<file path="src/rtl/gamepad_to_pointer_motion_assert.svh">
// Assertion macros for the gamepad-to-pointer block.
// Used by modules that declare clk and rst_n; no other dependencies.
`ifndef GAMEPAD_TO_POINTER_MOTION_ASSERT_SVH
`define GAMEPAD_TO_POINTER_MOTION_ASSERT_SVH

// cond implies prop in the same cycle
`define GTP_ASSERT_IMP(label, cond, prop) \
    label: assert property (@(posedge clk) disable iff (!rst_n) (cond) |-> (prop)) \
        else $error("gtp assertion failed");

// cond implies prop in the next cycle
`define GTP_ASSERT_NEXT(label, cond, prop) \
    label: assert property (@(posedge clk) disable iff (!rst_n) (cond) |=> (prop)) \
        else $error("gtp assertion failed");

`endif

</file>
<file path="src/rtl/gtp_pkg.sv">
// Package for the gamepad-to-pointer block: constants, types and datapath functions.
// No dependencies.
`timescale 1ns / 1ps
`default_nettype none

package gtp_pkg;

    localparam int PAD_BUTTONS   = 22;
    localparam int MOUSE_BUTTONS = 3;
    localparam int FRAC_BITS     = 8;

    localparam int BIND_W     = 5;
    localparam int MB_W       = 2;
    localparam int EV_CNT_W   = 2;
    localparam int STICK_W    = 8;
    localparam int COORD_W    = 10;
    localparam int POS_W      = COORD_W + FRAC_BITS;
    localparam int VEL_W      = 16;
    localparam int ACC_W      = 12;
    localparam int SPD_W      = 14;
    localparam int DZ_W       = 8;
    localparam int SCR_W      = 11;
    localparam int BINDS_W    = BIND_W * MOUSE_BUTTONS;
    localparam int CFG_IDX_W  = 3;
    localparam int CFG_DATA_W = 15;

    localparam int BTN_UP    = 2;
    localparam int BTN_RIGHT = 3;
    localparam int BTN_DOWN  = 4;
    localparam int BTN_LEFT  = 5;

    localparam int FIFO_DEPTH = 2;
    localparam int FIFO_PTR_W = 1;
    localparam int FIFO_CNT_W = 2;

    // analog scale: q = ((p + 1) * RECIP) >> RECIP_SHIFT equals p / 127 for p < 2^21
    localparam int MAG_W       = 8;
    localparam int PROD_W      = 21;
    localparam int RECIP_W     = 22;
    localparam int RECIP_SHIFT = 28;
    localparam int QUO_W       = 15;
    localparam logic [RECIP_W-1:0] RECIP        = 22'd2113665;
    localparam logic [STICK_W:0]   STICK_CENTRE = 9'd127;
    localparam logic [SCR_W-1:0]   MAX_SCREEN   = 11'd1024;

    typedef logic [CFG_IDX_W-1:0] cfg_idx_t;
    localparam cfg_idx_t CFG_MODE   = 3'd0;
    localparam cfg_idx_t CFG_ACCEL  = 3'd1;
    localparam cfg_idx_t CFG_SPEED  = 3'd2;
    localparam cfg_idx_t CFG_DEAD   = 3'd3;
    localparam cfg_idx_t CFG_WIDTH  = 3'd4;
    localparam cfg_idx_t CFG_HEIGHT = 3'd5;
    localparam cfg_idx_t CFG_BIND   = 3'd6;

    typedef struct packed {
        logic               mode_analog;
        logic [ACC_W-1:0]   acceleration;
        logic [SPD_W-1:0]   max_speed;
        logic [DZ_W-1:0]    dead_zone;
        logic [SCR_W-1:0]   screen_width;
        logic [SCR_W-1:0]   screen_height;
        logic [BINDS_W-1:0] bindings;
    } cfg_t;

    // classified sample handed from front to back
    typedef struct packed {
        logic [EV_CNT_W-1:0]                 ev_cnt;
        logic [MOUSE_BUTTONS-1:0][MB_W-1:0]  ev_mb;
        logic [MOUSE_BUTTONS-1:0]            ev_pr;
        logic                                up;
        logic                                down;
        logic                                left;
        logic                                right;
        logic [STICK_W-1:0]                  stick_x;
        logic [STICK_W-1:0]                  stick_y;
    } fe_item_t;

    typedef struct packed {
        logic              zero;
        logic              neg;
        logic [PROD_W-1:0] prod;
    } ana_t;

    typedef struct packed {
        logic [POS_W-1:0]        pos;
        logic signed [VEL_W-1:0] vel;
    } axis_t;

    typedef enum logic [1:0] {
        ST_IDLE,
        ST_MUL,
        ST_DIV,
        ST_MOVE
    } back_state_t;

    function automatic logic [SCR_W-1:0] clamp_screen(input logic [SCR_W-1:0] s);
        logic [SCR_W-1:0] r;
        if (s == '0)
            r = SCR_W'(1);
        else if (s > MAX_SCREEN)
            r = MAX_SCREEN;
        else
            r = s;
        return r;
    endfunction

    function automatic logic signed [VEL_W-1:0] digital_axis(
        input logic signed [VEL_W-1:0] v,
        input logic                    neg,
        input logic                    pos,
        input logic [ACC_W-1:0]        a,
        input logic [SPD_W-1:0]        m
    );
        logic signed [VEL_W+1:0] w;
        logic signed [VEL_W+1:0] sa;
        logic signed [VEL_W+1:0] sm;
        logic signed [VEL_W+1:0] zero;
        zero = '0;
        sa = $signed({{(VEL_W+2-ACC_W){1'b0}}, a});
        sm = $signed({{(VEL_W+2-SPD_W){1'b0}}, m});
        w  = (VEL_W+2)'(v);
        case ({neg, pos})
            2'b10:   w = w - sa;
            2'b01:   w = w + sa;
            2'b00:
            begin
                if (w > zero)
                    w = w - sa;
                else if (w < zero)
                    w = w + sa;
            end
            default: w = w;
        endcase
        if (w != zero && w > -sa && w < sa)
            w = zero;
        if (w > sm)
            w = sm;
        if (w < -sm)
            w = -sm;
        return w[VEL_W-1:0];
    endfunction

    function automatic ana_t analog_front(
        input logic [STICK_W-1:0] stick,
        input logic [DZ_W-1:0]    dz,
        input logic [SPD_W-1:0]   ms
    );
        logic signed [STICK_W:0]     off;
        logic [STICK_W:0]            mag9;
        logic [MAG_W-1:0]            mag;
        logic [MAG_W+SPD_W-1:0]      prod;
        ana_t                        r;
        off  = $signed({1'b0, stick}) - $signed(STICK_CENTRE);
        mag9 = off[STICK_W] ? 9'(-off) : 9'(off);
        mag  = mag9[MAG_W-1:0];
        prod = mag * ms;
        r.zero = mag < dz;
        r.neg  = off[STICK_W];
        r.prod = prod[PROD_W-1:0];
        return r;
    endfunction

    function automatic logic signed [VEL_W-1:0] analog_div(input ana_t a);
        logic [PROD_W:0]                 p1;
        logic [PROD_W+1+RECIP_W-1:0]     full;
        logic [QUO_W-1:0]                q;
        logic signed [VEL_W-1:0]         qs;
        logic signed [VEL_W-1:0]         r;
        p1   = {1'b0, a.prod} + (PROD_W+1)'(1);
        full = p1 * RECIP;
        q    = full[RECIP_SHIFT +: QUO_W];
        qs   = $signed({1'b0, q});
        if (a.zero)
            r = '0;
        else if (a.neg)
            r = -qs;
        else
            r = qs;
        return r;
    endfunction

    function automatic axis_t move_axis(
        input logic [POS_W-1:0]        p,
        input logic signed [VEL_W-1:0] v,
        input logic [SCR_W-1:0]        lim
    );
        logic signed [POS_W+1:0] np;
        logic [POS_W:0]          limq;
        logic [SCR_W-1:0]        lim_m1;
        axis_t                   r;
        np     = $signed({2'b00, p}) + (POS_W+2)'(v);
        limq   = {lim, FRAC_BITS'(0)};
        lim_m1 = lim - SCR_W'(1);
        if (np[POS_W+1])
        begin
            r.pos = '0;
            r.vel = '0;
        end
        else if (np >= $signed({1'b0, limq}))
        begin
            r.pos = {lim_m1[COORD_W-1:0], FRAC_BITS'(0)};
            r.vel = '0;
        end
        else
        begin
            r.pos = np[POS_W-1:0];
            r.vel = v;
        end
        return r;
    endfunction

endpackage

`default_nettype wire

</file>
<file path="src/rtl/gtp_in_if.sv">
// Sample channel: valid/ready handshake with the gamepad sample payload.
// Depends on gtp_pkg.
`timescale 1ns / 1ps
`default_nettype none

interface gtp_in_if;
    logic                              valid;
    logic                              ready;
    logic [gtp_pkg::PAD_BUTTONS-1:0]   buttons;
    logic [gtp_pkg::STICK_W-1:0]       stick_x;
    logic [gtp_pkg::STICK_W-1:0]       stick_y;

    modport source (output valid, buttons, stick_x, stick_y, input ready);
    modport sink   (input valid, buttons, stick_x, stick_y, output ready);
endinterface

`default_nettype wire

</file>
<file path="src/rtl/gtp_out_if.sv">
// Result channel: valid/ready handshake with the event or position payload.
// Depends on gtp_pkg.
`timescale 1ns / 1ps
`default_nettype none

interface gtp_out_if;
    logic                          valid;
    logic                          ready;
    logic                          kind;
    logic [gtp_pkg::MB_W-1:0]      mouse_btn;
    logic                          pressed;
    logic [gtp_pkg::COORD_W-1:0]   cursor_x;
    logic [gtp_pkg::COORD_W-1:0]   cursor_y;
    logic                          last;

    modport source (output valid, kind, mouse_btn, pressed, cursor_x, cursor_y, last,
                     input ready);
    modport sink   (input valid, kind, mouse_btn, pressed, cursor_x, cursor_y, last,
                     output ready);
endinterface

`default_nettype wire

</file>
<file path="src/rtl/gamepad_to_pointer_motion.sv">
// Button events of a sample leave ahead of its position result; a stall on the result
// side holds both back.
// Samples queue while the back end works on the last; its pace is set by its three-step
// velocity/position sequence and the single output register shared by events and position.
// Reset (rst_n, async, active low) releases all buttons, zeroes velocity and position,
// loads the register defaults and empties the two-entry queue.
`timescale 1ns / 1ps
`default_nettype none

module gamepad_to_pointer_motion (
    input  logic                          clk,
    input  logic                          rst_n,
    gtp_in_if.sink                        sample,
    gtp_out_if.source                     result,
    input  logic                          cfg_we,
    input  gtp_pkg::cfg_idx_t             cfg_index,
    input  logic [gtp_pkg::CFG_DATA_W-1:0] cfg_data
);
    import gtp_pkg::*;

    cfg_t      cfg_reg;
    cfg_t      cfg_next;
    logic      q_ready;
    logic      q_push;
    fe_item_t  push_item;
    logic      q_valid;
    logic      q_pop;
    fe_item_t  pop_item;

    always_comb
    begin
        cfg_next = cfg_reg;
        if (cfg_we)
        begin
            case (cfg_index)
                CFG_MODE:   cfg_next.mode_analog   = cfg_data[0];
                CFG_ACCEL:  cfg_next.acceleration  = cfg_data[ACC_W-1:0];
                CFG_SPEED:  cfg_next.max_speed     = cfg_data[SPD_W-1:0];
                CFG_DEAD:   cfg_next.dead_zone     = cfg_data[DZ_W-1:0];
                CFG_WIDTH:  cfg_next.screen_width  = cfg_data[SCR_W-1:0];
                CFG_HEIGHT: cfg_next.screen_height = cfg_data[SCR_W-1:0];
                CFG_BIND:   cfg_next.bindings      = cfg_data[BINDS_W-1:0];
                default:    cfg_next = cfg_reg;
            endcase
        end
    end

    always_ff @(posedge clk or negedge rst_n)
    begin
        if (!rst_n)
        begin
            cfg_reg.mode_analog   <= 1'b0;
            cfg_reg.acceleration  <= ACC_W'(256);
            cfg_reg.max_speed     <= SPD_W'(2048);
            cfg_reg.dead_zone     <= DZ_W'(16);
            cfg_reg.screen_width  <= SCR_W'(480);
            cfg_reg.screen_height <= SCR_W'(272);
            cfg_reg.bindings      <= '0;
        end
        else
            cfg_reg <= cfg_next;
    end

    gtp_front u_front (
        .clk      (clk),
        .rst_n    (rst_n),
        .sample   (sample),
        .bindings (cfg_reg.bindings),
        .q_ready  (q_ready),
        .q_push   (q_push),
        .q_item   (push_item)
    );

    gtp_fifo u_fifo (
        .clk       (clk),
        .rst_n     (rst_n),
        .push      (q_push),
        .push_item (push_item),
        .not_full  (q_ready),
        .pop       (q_pop),
        .not_empty (q_valid),
        .pop_item  (pop_item)
    );

    gtp_back u_back (
        .clk     (clk),
        .rst_n   (rst_n),
        .cfg     (cfg_reg),
        .q_valid (q_valid),
        .q_item  (pop_item),
        .q_pop   (q_pop),
        .result  (result)
    );

endmodule

`default_nettype wire

</file>
<file path="src/rtl/gtp_front.sv">
// Front end: takes samples, tracks held buttons, builds the ordered event list.
// Depends on gtp_pkg and gtp_in_if.
`timescale 1ns / 1ps
`default_nettype none

module gtp_front (
    input  logic                          clk,
    input  logic                          rst_n,
    gtp_in_if.sink                        sample,
    input  logic [gtp_pkg::BINDS_W-1:0]   bindings,
    input  logic                          q_ready,
    output logic                          q_push,
    output gtp_pkg::fe_item_t             q_item
);
    import gtp_pkg::*;

    logic [PAD_BUTTONS-1:0] held_reg;
    logic [PAD_BUTTONS-1:0] held_next;
    logic [PAD_BUTTONS-1:0] changed;
    logic [BIND_W-1:0]      f     [MOUSE_BUTTONS];
    logic [BIND_W-1:0]      pidx  [MOUSE_BUTTONS];
    logic [EV_CNT_W-1:0]    rank  [MOUSE_BUTTONS];
    logic [MOUSE_BUTTONS-1:0] hit;
    logic [MOUSE_BUTTONS-1:0] pr;
    logic [EV_CNT_W-1:0]    cnt;

    assign sample.ready = q_ready;
    assign q_push       = sample.valid && q_ready;
    assign held_next    = q_push ? sample.buttons : held_reg;

    always_ff @(posedge clk or negedge rst_n)
    begin
        if (!rst_n)
            held_reg <= '0;
        else
            held_reg <= held_next;
    end

    always_comb
    begin
        changed = sample.buttons ^ held_reg;
        cnt     = '0;
        for (int m = 0; m < MOUSE_BUTTONS; m++)
        begin
            f[m]    = bindings[m*BIND_W +: BIND_W];
            pidx[m] = f[m] - BIND_W'(1);
            hit[m]  = (f[m] != '0) && (f[m] <= BIND_W'(PAD_BUTTONS)) && changed[pidx[m]];
            pr[m]   = sample.buttons[pidx[m]];
            cnt     = cnt + EV_CNT_W'(hit[m]);
        end
        // events go out by gamepad index, then mouse index
        for (int m = 0; m < MOUSE_BUTTONS; m++)
        begin
            rank[m] = '0;
            for (int k = 0; k < MOUSE_BUTTONS; k++)
            begin
                if (hit[k] && (f[k] < f[m] || (f[k] == f[m] && k < m)))
                    rank[m] = rank[m] + EV_CNT_W'(1);
            end
        end
        q_item = '0;
        for (int s = 0; s < MOUSE_BUTTONS; s++)
        begin
            for (int m = 0; m < MOUSE_BUTTONS; m++)
            begin
                if (hit[m] && rank[m] == EV_CNT_W'(s))
                begin
                    q_item.ev_mb[s] = MB_W'(m);
                    q_item.ev_pr[s] = pr[m];
                end
            end
        end
        q_item.ev_cnt  = cnt;
        q_item.up      = sample.buttons[BTN_UP];
        q_item.down    = sample.buttons[BTN_DOWN];
        q_item.left    = sample.buttons[BTN_LEFT];
        q_item.right   = sample.buttons[BTN_RIGHT];
        q_item.stick_x = sample.stick_x;
        q_item.stick_y = sample.stick_y;
    end

endmodule

`default_nettype wire

</file>
<file path="src/rtl/gtp_fifo.sv">
// Two-entry queue of classified samples between front and back.
// Depends on gtp_pkg.
`timescale 1ns / 1ps
`default_nettype none

module gtp_fifo (
    input  logic               clk,
    input  logic               rst_n,
    input  logic               push,
    input  gtp_pkg::fe_item_t  push_item,
    output logic               not_full,
    input  logic               pop,
    output logic               not_empty,
    output gtp_pkg::fe_item_t  pop_item
);
    import gtp_pkg::*;

    fe_item_t                mem [FIFO_DEPTH];
    logic [FIFO_PTR_W-1:0]   wr_ptr_reg;
    logic [FIFO_PTR_W-1:0]   wr_ptr_next;
    logic [FIFO_PTR_W-1:0]   rd_ptr_reg;
    logic [FIFO_PTR_W-1:0]   rd_ptr_next;
    logic [FIFO_CNT_W-1:0]   cnt_reg;
    logic [FIFO_CNT_W-1:0]   cnt_next;

    assign not_full  = cnt_reg != FIFO_CNT_W'(FIFO_DEPTH);
    assign not_empty = cnt_reg != '0;
    assign pop_item  = mem[rd_ptr_reg];

    always_comb
    begin
        wr_ptr_next = push ? wr_ptr_reg + FIFO_PTR_W'(1) : wr_ptr_reg;
        rd_ptr_next = pop ? rd_ptr_reg + FIFO_PTR_W'(1) : rd_ptr_reg;
        cnt_next    = cnt_reg + FIFO_CNT_W'(push) - FIFO_CNT_W'(pop);
    end

    always_ff @(posedge clk or negedge rst_n)
    begin
        if (!rst_n)
        begin
            wr_ptr_reg <= '0;
            rd_ptr_reg <= '0;
            cnt_reg    <= '0;
        end
        else
        begin
            wr_ptr_reg <= wr_ptr_next;
            rd_ptr_reg <= rd_ptr_next;
            cnt_reg    <= cnt_next;
        end
    end

    always_ff @(posedge clk)
    begin
        if (push)
            mem[wr_ptr_reg] <= push_item;
    end

endmodule

`default_nettype wire

</file>
<file path="src/rtl/gtp_back.sv">
// Back end: emits button events, updates velocity and position, registers results.
// Depends on gtp_pkg, gtp_out_if and the assertion macro header.
`timescale 1ns / 1ps
`default_nettype none
`include "gamepad_to_pointer_motion_assert.svh"

module gtp_back (
    input  logic               clk,
    input  logic               rst_n,
    input  gtp_pkg::cfg_t      cfg,
    input  logic               q_valid,
    input  gtp_pkg::fe_item_t  q_item,
    output logic               q_pop,
    gtp_out_if.source          result
);
    import gtp_pkg::*;

    back_state_t             state_reg;
    back_state_t             state_next;
    fe_item_t                item_reg;
    logic [EV_CNT_W-1:0]     ev_idx_reg;
    logic [EV_CNT_W-1:0]     ev_idx_next;

    logic signed [VEL_W-1:0] vel_x_reg;
    logic signed [VEL_W-1:0] vel_y_reg;
    logic [POS_W-1:0]        pos_x_reg;
    logic [POS_W-1:0]        pos_y_reg;
    ana_t                    ana_x_reg;
    ana_t                    ana_y_reg;
    logic signed [VEL_W-1:0] vd_x_reg;
    logic signed [VEL_W-1:0] vd_y_reg;
    logic signed [VEL_W-1:0] vc_x_reg;
    logic signed [VEL_W-1:0] vc_y_reg;

    logic                    out_valid_reg;
    logic                    out_valid_next;
    logic                    out_kind_reg;
    logic [MB_W-1:0]         out_mb_reg;
    logic                    out_pr_reg;
    logic [COORD_W-1:0]      out_x_reg;
    logic [COORD_W-1:0]      out_y_reg;
    logic                    out_last_reg;

    logic                    out_free;
    logic                    ev_pend;
    logic                    ev_fire;
    logic                    move_fire;
    logic [SCR_W-1:0]        lim_x;
    logic [SCR_W-1:0]        lim_y;
    axis_t                   mv_x;
    axis_t                   mv_y;

    assign result.valid     = out_valid_reg;
    assign result.kind      = out_kind_reg;
    assign result.mouse_btn = out_mb_reg;
    assign result.pressed   = out_pr_reg;
    assign result.cursor_x  = out_x_reg;
    assign result.cursor_y  = out_y_reg;
    assign result.last      = out_last_reg;

    assign lim_x = clamp_screen(cfg.screen_width);
    assign lim_y = clamp_screen(cfg.screen_height);
    assign mv_x  = move_axis(pos_x_reg, vc_x_reg, lim_x);
    assign mv_y  = move_axis(pos_y_reg, vc_y_reg, lim_y);

    always_comb
    begin
        out_free   = !out_valid_reg || result.ready;
        ev_pend    = ev_idx_reg != item_reg.ev_cnt;
        ev_fire    = (state_reg != ST_IDLE) && ev_pend && out_free;
        move_fire  = (state_reg == ST_MOVE) && !ev_pend && out_free;
        q_pop      = q_valid && (state_reg == ST_IDLE || move_fire);
        state_next = state_reg;
        case (state_reg)
            ST_IDLE: if (q_pop) state_next = ST_MUL;
            ST_MUL:  state_next = ST_DIV;
            ST_DIV:  state_next = ST_MOVE;
            ST_MOVE:
            begin
                if (move_fire)
                    state_next = q_pop ? ST_MUL : ST_IDLE;
            end
            default: state_next = ST_IDLE;
        endcase
        if (q_pop)
            ev_idx_next = '0;
        else if (ev_fire)
            ev_idx_next = ev_idx_reg + EV_CNT_W'(1);
        else
            ev_idx_next = ev_idx_reg;
        if (ev_fire || move_fire)
            out_valid_next = 1'b1;
        else if (result.ready)
            out_valid_next = 1'b0;
        else
            out_valid_next = out_valid_reg;
    end

    always_ff @(posedge clk or negedge rst_n)
    begin
        if (!rst_n)
        begin
            state_reg     <= ST_IDLE;
            ev_idx_reg    <= '0;
            out_valid_reg <= 1'b0;
            vel_x_reg     <= '0;
            vel_y_reg     <= '0;
            pos_x_reg     <= '0;
            pos_y_reg     <= '0;
            item_reg      <= '0;
        end
        else
        begin
            state_reg     <= state_next;
            ev_idx_reg    <= ev_idx_next;
            out_valid_reg <= out_valid_next;
            if (q_pop)
                item_reg <= q_item;
            if (move_fire)
            begin
                vel_x_reg <= mv_x.vel;
                vel_y_reg <= mv_y.vel;
                pos_x_reg <= mv_x.pos;
                pos_y_reg <= mv_y.pos;
            end
        end
    end

    always_ff @(posedge clk)
    begin
        if (state_reg == ST_MUL)
        begin
            vd_y_reg  <= digital_axis(vel_y_reg, item_reg.up, item_reg.down,
                                      cfg.acceleration, cfg.max_speed);
            vd_x_reg  <= digital_axis(vel_x_reg, item_reg.left, item_reg.right,
                                      cfg.acceleration, cfg.max_speed);
            ana_x_reg <= analog_front(item_reg.stick_x, cfg.dead_zone, cfg.max_speed);
            ana_y_reg <= analog_front(item_reg.stick_y, cfg.dead_zone, cfg.max_speed);
        end
        if (state_reg == ST_DIV)
        begin
            vc_x_reg <= cfg.mode_analog ? analog_div(ana_x_reg) : vd_x_reg;
            vc_y_reg <= cfg.mode_analog ? analog_div(ana_y_reg) : vd_y_reg;
        end
        if (ev_fire)
        begin
            out_kind_reg <= 1'b0;
            out_mb_reg   <= item_reg.ev_mb[ev_idx_reg];
            out_pr_reg   <= item_reg.ev_pr[ev_idx_reg];
            out_x_reg    <= pos_x_reg[POS_W-1:FRAC_BITS];
            out_y_reg    <= pos_y_reg[POS_W-1:FRAC_BITS];
            out_last_reg <= 1'b0;
        end
        else if (move_fire)
        begin
            out_kind_reg <= 1'b1;
            out_mb_reg   <= '0;
            out_pr_reg   <= 1'b0;
            out_x_reg    <= mv_x.pos[POS_W-1:FRAC_BITS];
            out_y_reg    <= mv_y.pos[POS_W-1:FRAC_BITS];
            out_last_reg <= 1'b1;
        end
    end

    `GTP_ASSERT_IMP(a_ev_idx_bound, state_reg != ST_IDLE, ev_idx_reg <= item_reg.ev_cnt)
    `GTP_ASSERT_NEXT(a_move_gives_last, move_fire, out_valid_reg && out_last_reg && out_kind_reg)
    `GTP_ASSERT_IMP(a_pos_on_screen, out_valid_reg && out_kind_reg,
                    {1'b0, out_x_reg} < lim_x && {1'b0, out_y_reg} < lim_y)

endmodule

`default_nettype wire

</file>
<file path="src/flat_wrapper.sv">
// flat-port wrapper written by rule: the top's interface ports become plain ports
module gamepad_to_pointer_motion_flat import gtp_pkg::*;
  (clk, rst_n, cfg_we, cfg_index, cfg_data, sample_valid, sample_buttons, sample_stick_x, sample_stick_y, sample_ready, result_valid, result_kind, result_mouse_btn, result_pressed, result_cursor_x, result_cursor_y, result_last, result_ready);
  gtp_in_if sample_i ();
  gtp_out_if result_i ();
  input  logic clk;
  input  logic rst_n;
  input  logic cfg_we;
  input  gtp_pkg::cfg_idx_t cfg_index;
  input  logic [gtp_pkg::CFG_DATA_W-1:0] cfg_data;
  input wire logic [$bits(sample_i.valid)-1:0] sample_valid;
  input wire logic [$bits(sample_i.buttons)-1:0] sample_buttons;
  input wire logic [$bits(sample_i.stick_x)-1:0] sample_stick_x;
  input wire logic [$bits(sample_i.stick_y)-1:0] sample_stick_y;
  output wire logic [$bits(sample_i.ready)-1:0] sample_ready;
  output wire logic [$bits(result_i.valid)-1:0] result_valid;
  output wire logic [$bits(result_i.kind)-1:0] result_kind;
  output wire logic [$bits(result_i.mouse_btn)-1:0] result_mouse_btn;
  output wire logic [$bits(result_i.pressed)-1:0] result_pressed;
  output wire logic [$bits(result_i.cursor_x)-1:0] result_cursor_x;
  output wire logic [$bits(result_i.cursor_y)-1:0] result_cursor_y;
  output wire logic [$bits(result_i.last)-1:0] result_last;
  input wire logic [$bits(result_i.ready)-1:0] result_ready;
  assign sample_i.valid = sample_valid;
  assign sample_i.buttons = sample_buttons;
  assign sample_i.stick_x = sample_stick_x;
  assign sample_i.stick_y = sample_stick_y;
  assign sample_ready = sample_i.ready;
  assign result_valid = result_i.valid;
  assign result_kind = result_i.kind;
  assign result_mouse_btn = result_i.mouse_btn;
  assign result_pressed = result_i.pressed;
  assign result_cursor_x = result_i.cursor_x;
  assign result_cursor_y = result_i.cursor_y;
  assign result_last = result_i.last;
  assign result_i.ready = result_ready;
  gamepad_to_pointer_motion u_core (.clk(clk), .rst_n(rst_n), .sample(sample_i), .result(result_i), .cfg_we(cfg_we), .cfg_index(cfg_index), .cfg_data(cfg_data));
endmodule
</file>
<file path="config.mk">
export PLATFORM = sky130hd
export DESIGN_NAME = gamepad_to_pointer_motion_flat
export DESIGN_NICKNAME = d
export VERILOG_FILES = /design/src/rtl/gtp_pkg.sv /design/src/rtl/gtp_in_if.sv /design/src/rtl/gtp_out_if.sv /design/src/rtl/gamepad_to_pointer_motion.sv /design/src/rtl/gtp_front.sv /design/src/rtl/gtp_fifo.sv /design/src/rtl/gtp_back.sv /design/src/flat_wrapper.sv
export VERILOG_INCLUDE_DIRS = /design/src /design/src/rtl
export SDC_FILE = /design/constraint.sdc
export NUM_CORES = 2
export LEC_CHECK = 0
export BUFFER_PORTS_ARGS = -buffer_cell sky130_fd_sc_hd__buf_2
export CORE_MARGIN = 1.5
export CORE_UTILIZATION = 54
export DETAILED_ROUTE_END_ITERATION = 6
export PLACE_DENSITY = 0.7
export SYNTH_ARGS = -nofsm -noshare
export SYNTH_HDL_FRONTEND = slang
export SYNTH_SLANG_ARGS = --single-unit
</file>
<file path="constraint.sdc">
create_clock -name clk -period 18.4 [get_ports clk]
set_input_delay 2.76 -clock clk [delete_from_list [all_inputs] [get_ports clk]]
set_output_delay 2.76 -clock clk [all_outputs]
set_load 0.01 [all_outputs]
</file>
==> flow_summary.ini <==
[logic_synthesis]
synthArstFlopShare_pct = 50.8
synth_area_leaders = ha_1, edfxtp_1, dfrtp_1
ys.flop_type = edfxtp_1
synth_nets = 5318
synth_area_per_cell_um2 = 9.36
yosysTopAreaCell = ha_1
ys_types = 115
synth_top_cells_by_count = ha_1, inv_1, nand2_1
yosysMostFrequentCell = ha_1
synthesis.instances = 4483
yosysWarningCount = 0
synth_edf_count = 195
synth.cell_area_um2 = 42000
synth-seq-cells = 398
yosysSeqAreaShare_pct = 26.1
yosysTopAreaCellShare_pct = 18.0

[detailed_routing]
drt-total-wl_mm = 117
vias = 34000
viasPerCell = 6.09
drt-initial-drc-count = 3012
route.detailed.drc = 0
detail_route.wl_per_cell_um = 20.9
dr_wl_met2_mm = 53.5
final_antenna_net_count = 0
maxUsedRoutingLayer = met5
met3_length_mm = 8.26
met1Wirelength_mm = 50.6
firstDrtPassIters = 6

[finish]
fin_area_um2 = 45000
largest_reg_flops = 72
num-fill-cells = 6782
area_delta_synth_final_pct = 7.28
drive_above_1_share_pct = 9.10
nNetsFinal = 5338
utilization_pct = 58.3

[outcome]
status = finished clean

[grt]
grt_pass1_vias = 33400
grt_pass1_wl_mm = 185
antenna_found_initial = 7
overflow = 0
grtUsageTotal_pct = 29.7
grt_max_degree = 76

[clocking]
ctsHoldBuffers = 0
clock_latency_ns = 0.62
cts.sinks = 398
postCtsSetupRepairBufs = 0
cts_max_level = 2
cts_tree = done
root_buffer = clkbuf_16
cts.path.max_buffers = 3
ctsResizeCount = 0
cts.clk_slew.worst_paths_ns = 0.07
cts_made_buffers = 44

[critical_path]
cp-start-kind = flop
cp_top_family = compound AO/OA/AOI/OAI gates
max_stage_delay_ns = 0.82
crit_fanout = 24
crit_required_ns = 18.74
path_buf_inv = 4
path_class = flop to flop
end_kind = flop
cp-startpoint = u_core.cfg_reg[59]$_DFFE_PN0P_
cp_slowest_cell = and2_1
r2r_start = u_core.cfg_reg[59]$_DFFE_PN0P_
critPathArrivalTime_ns = 11.51

[placed_design]
hpwl_mm = 90.4
placed_area_um2 = 43500
gp_congestion = 1.05
dp_slack_ns = 7.45
portBuffers = 87

[sta]
fmax_ghz = 0.0896
fin_setup_tns_ns = 0
timing.final.ws_setup_ns = 7.24
fin_crit_sh_pct = 60.7
maxSlewHeadroom_pct = 21.0
report.final.slew_viol_count = 0
worst-slew-pin-transition_ns = 1.18
hold_violations = 0
setup_viol = 0
clock_skew_ns = 0.0423
fin_crit_ns = 11.16
rsz0062_at_grt = no

[flow_run]
cap_violations = 0

[floorplanning]
die_h_um = 282
rows = 102
die-width_um = 282
dieArea_um2 = 79400
initial_core_util_pct = 54.3
io_pins = 88
core_area_um2 = 77200

[worst_hold_path]
hold_path.class = flop to flop
hold_start = u_core.u_back.result.last$_SDFFE_PP0P_
-- logic make-up after synthesis --
family          share of synthesized area [%]
xor+xnor                                 5.32
mux                                      5.80
compound gates                           16.4
buf+inv                                  5.43
flops                                    26.1
simple gates                             14.8
fa+ha+maj                                26.1
-- metal layers --
layer  up-vias  global-route usage (%)
li1      16100                       -
met4         4                    10.2
met5         -                       0
met3       255                    4.59
met2      1207                    48.5
met1     16400                    40.1
-- tightest hold or removal path: stages, from the launching register on --
cell and delay [ns]:
dfxtp_1 0.31, nand2_1 0.05, nand2_1 0.05
-- metrics by stage --
stage	hold WS, ns	instances
2_1_floorplan	0.461	4483
3_3_place_gp	0.440	5497
3_5_place_dp	0.443	5497
4_1_cts	0.454	5579
5_1_grt	0.497	5579
6_report	0.454	5580
-- cells in the final DEF (no fill, tap or decap), types with 21 or more instances in the layout --
master     Yosys  routed
o31ai_1       55      54
nand2b_1      61      61
a31oi_1       28      28
buf_2         15      86
and2_1       119     119
mux2i_1       67      67
o21bai_1      27      27
nand2_1      352     352
o21a_1        48      48
xnor2_1      171     170
buf_4          3      50
nor4_1        25      25
a211oi_1      37      37
mux2_2        88      88
clkbuf_16      0      47
ha_1         603     602
and3_1        26      26
a21oi_1      237     236
nand4_1       42      42
mux4_2        33      33
o211ai_1      22      22
nand3_1       92      92
inv_1        421     421
xor2_1        84      84
a22o_1        74      74
a21o_1        63      63
nor3_1        91      88
o21ai_0      196     195
edfxtp_1     195     195
or3_1         21      21
nor2b_1       56      56
nor2_1       303     302
fa_1         171     171
dfrtp_1      193     192
-- area by class of cell --
| class | count | area, um^2 | area share, % |
|---|---|---|---|
| inverters | 432 | 1620 | 3.60 |
| multi-input cells | 3490 | 28800 | 64.0 |
| well taps | 1040 | 1300 | 2.89 |
| repair buffers | 137 | 821 | 1.82 |
| clock buffers | 56 | 1240 | 2.75 |
| flip-flops and latches | 398 | 10900 | 24.3 |
| diodes | 1 | 2.50 | 0.00556 |
| clock inverters | 26 | 287 | 0.637 |
-- path summary, 6_finish.rpt --
check	to	slack (ns)	cells past startpoint
min in group asynchronous	u_core.u_back.pos_y_reg[14]$_DFFE_PN0P_	2.08	1
worst max-delay path	u_core.u_back.vd_x_reg[7]$_DFFE_PN_	7.24	46
worst min-delay path	u_core.u_back.result.last$_SDFFE_PP0P_	0.45	2
worst max register to register	u_core.u_back.vd_x_reg[7]$_DFFE_PN_	7.24	46
worst min register to register	u_core.u_back.result.last$_SDFFE_PP0P_	0.45	2
max in group asynchronous	u_core.u_fifo.rd_ptr_reg$_DFFE_PN0P_	14.02	3
Power is left out: the tool's default activity adds up to more than one toggle a clock period on the data nets, which glitch-free logic cannot reach.
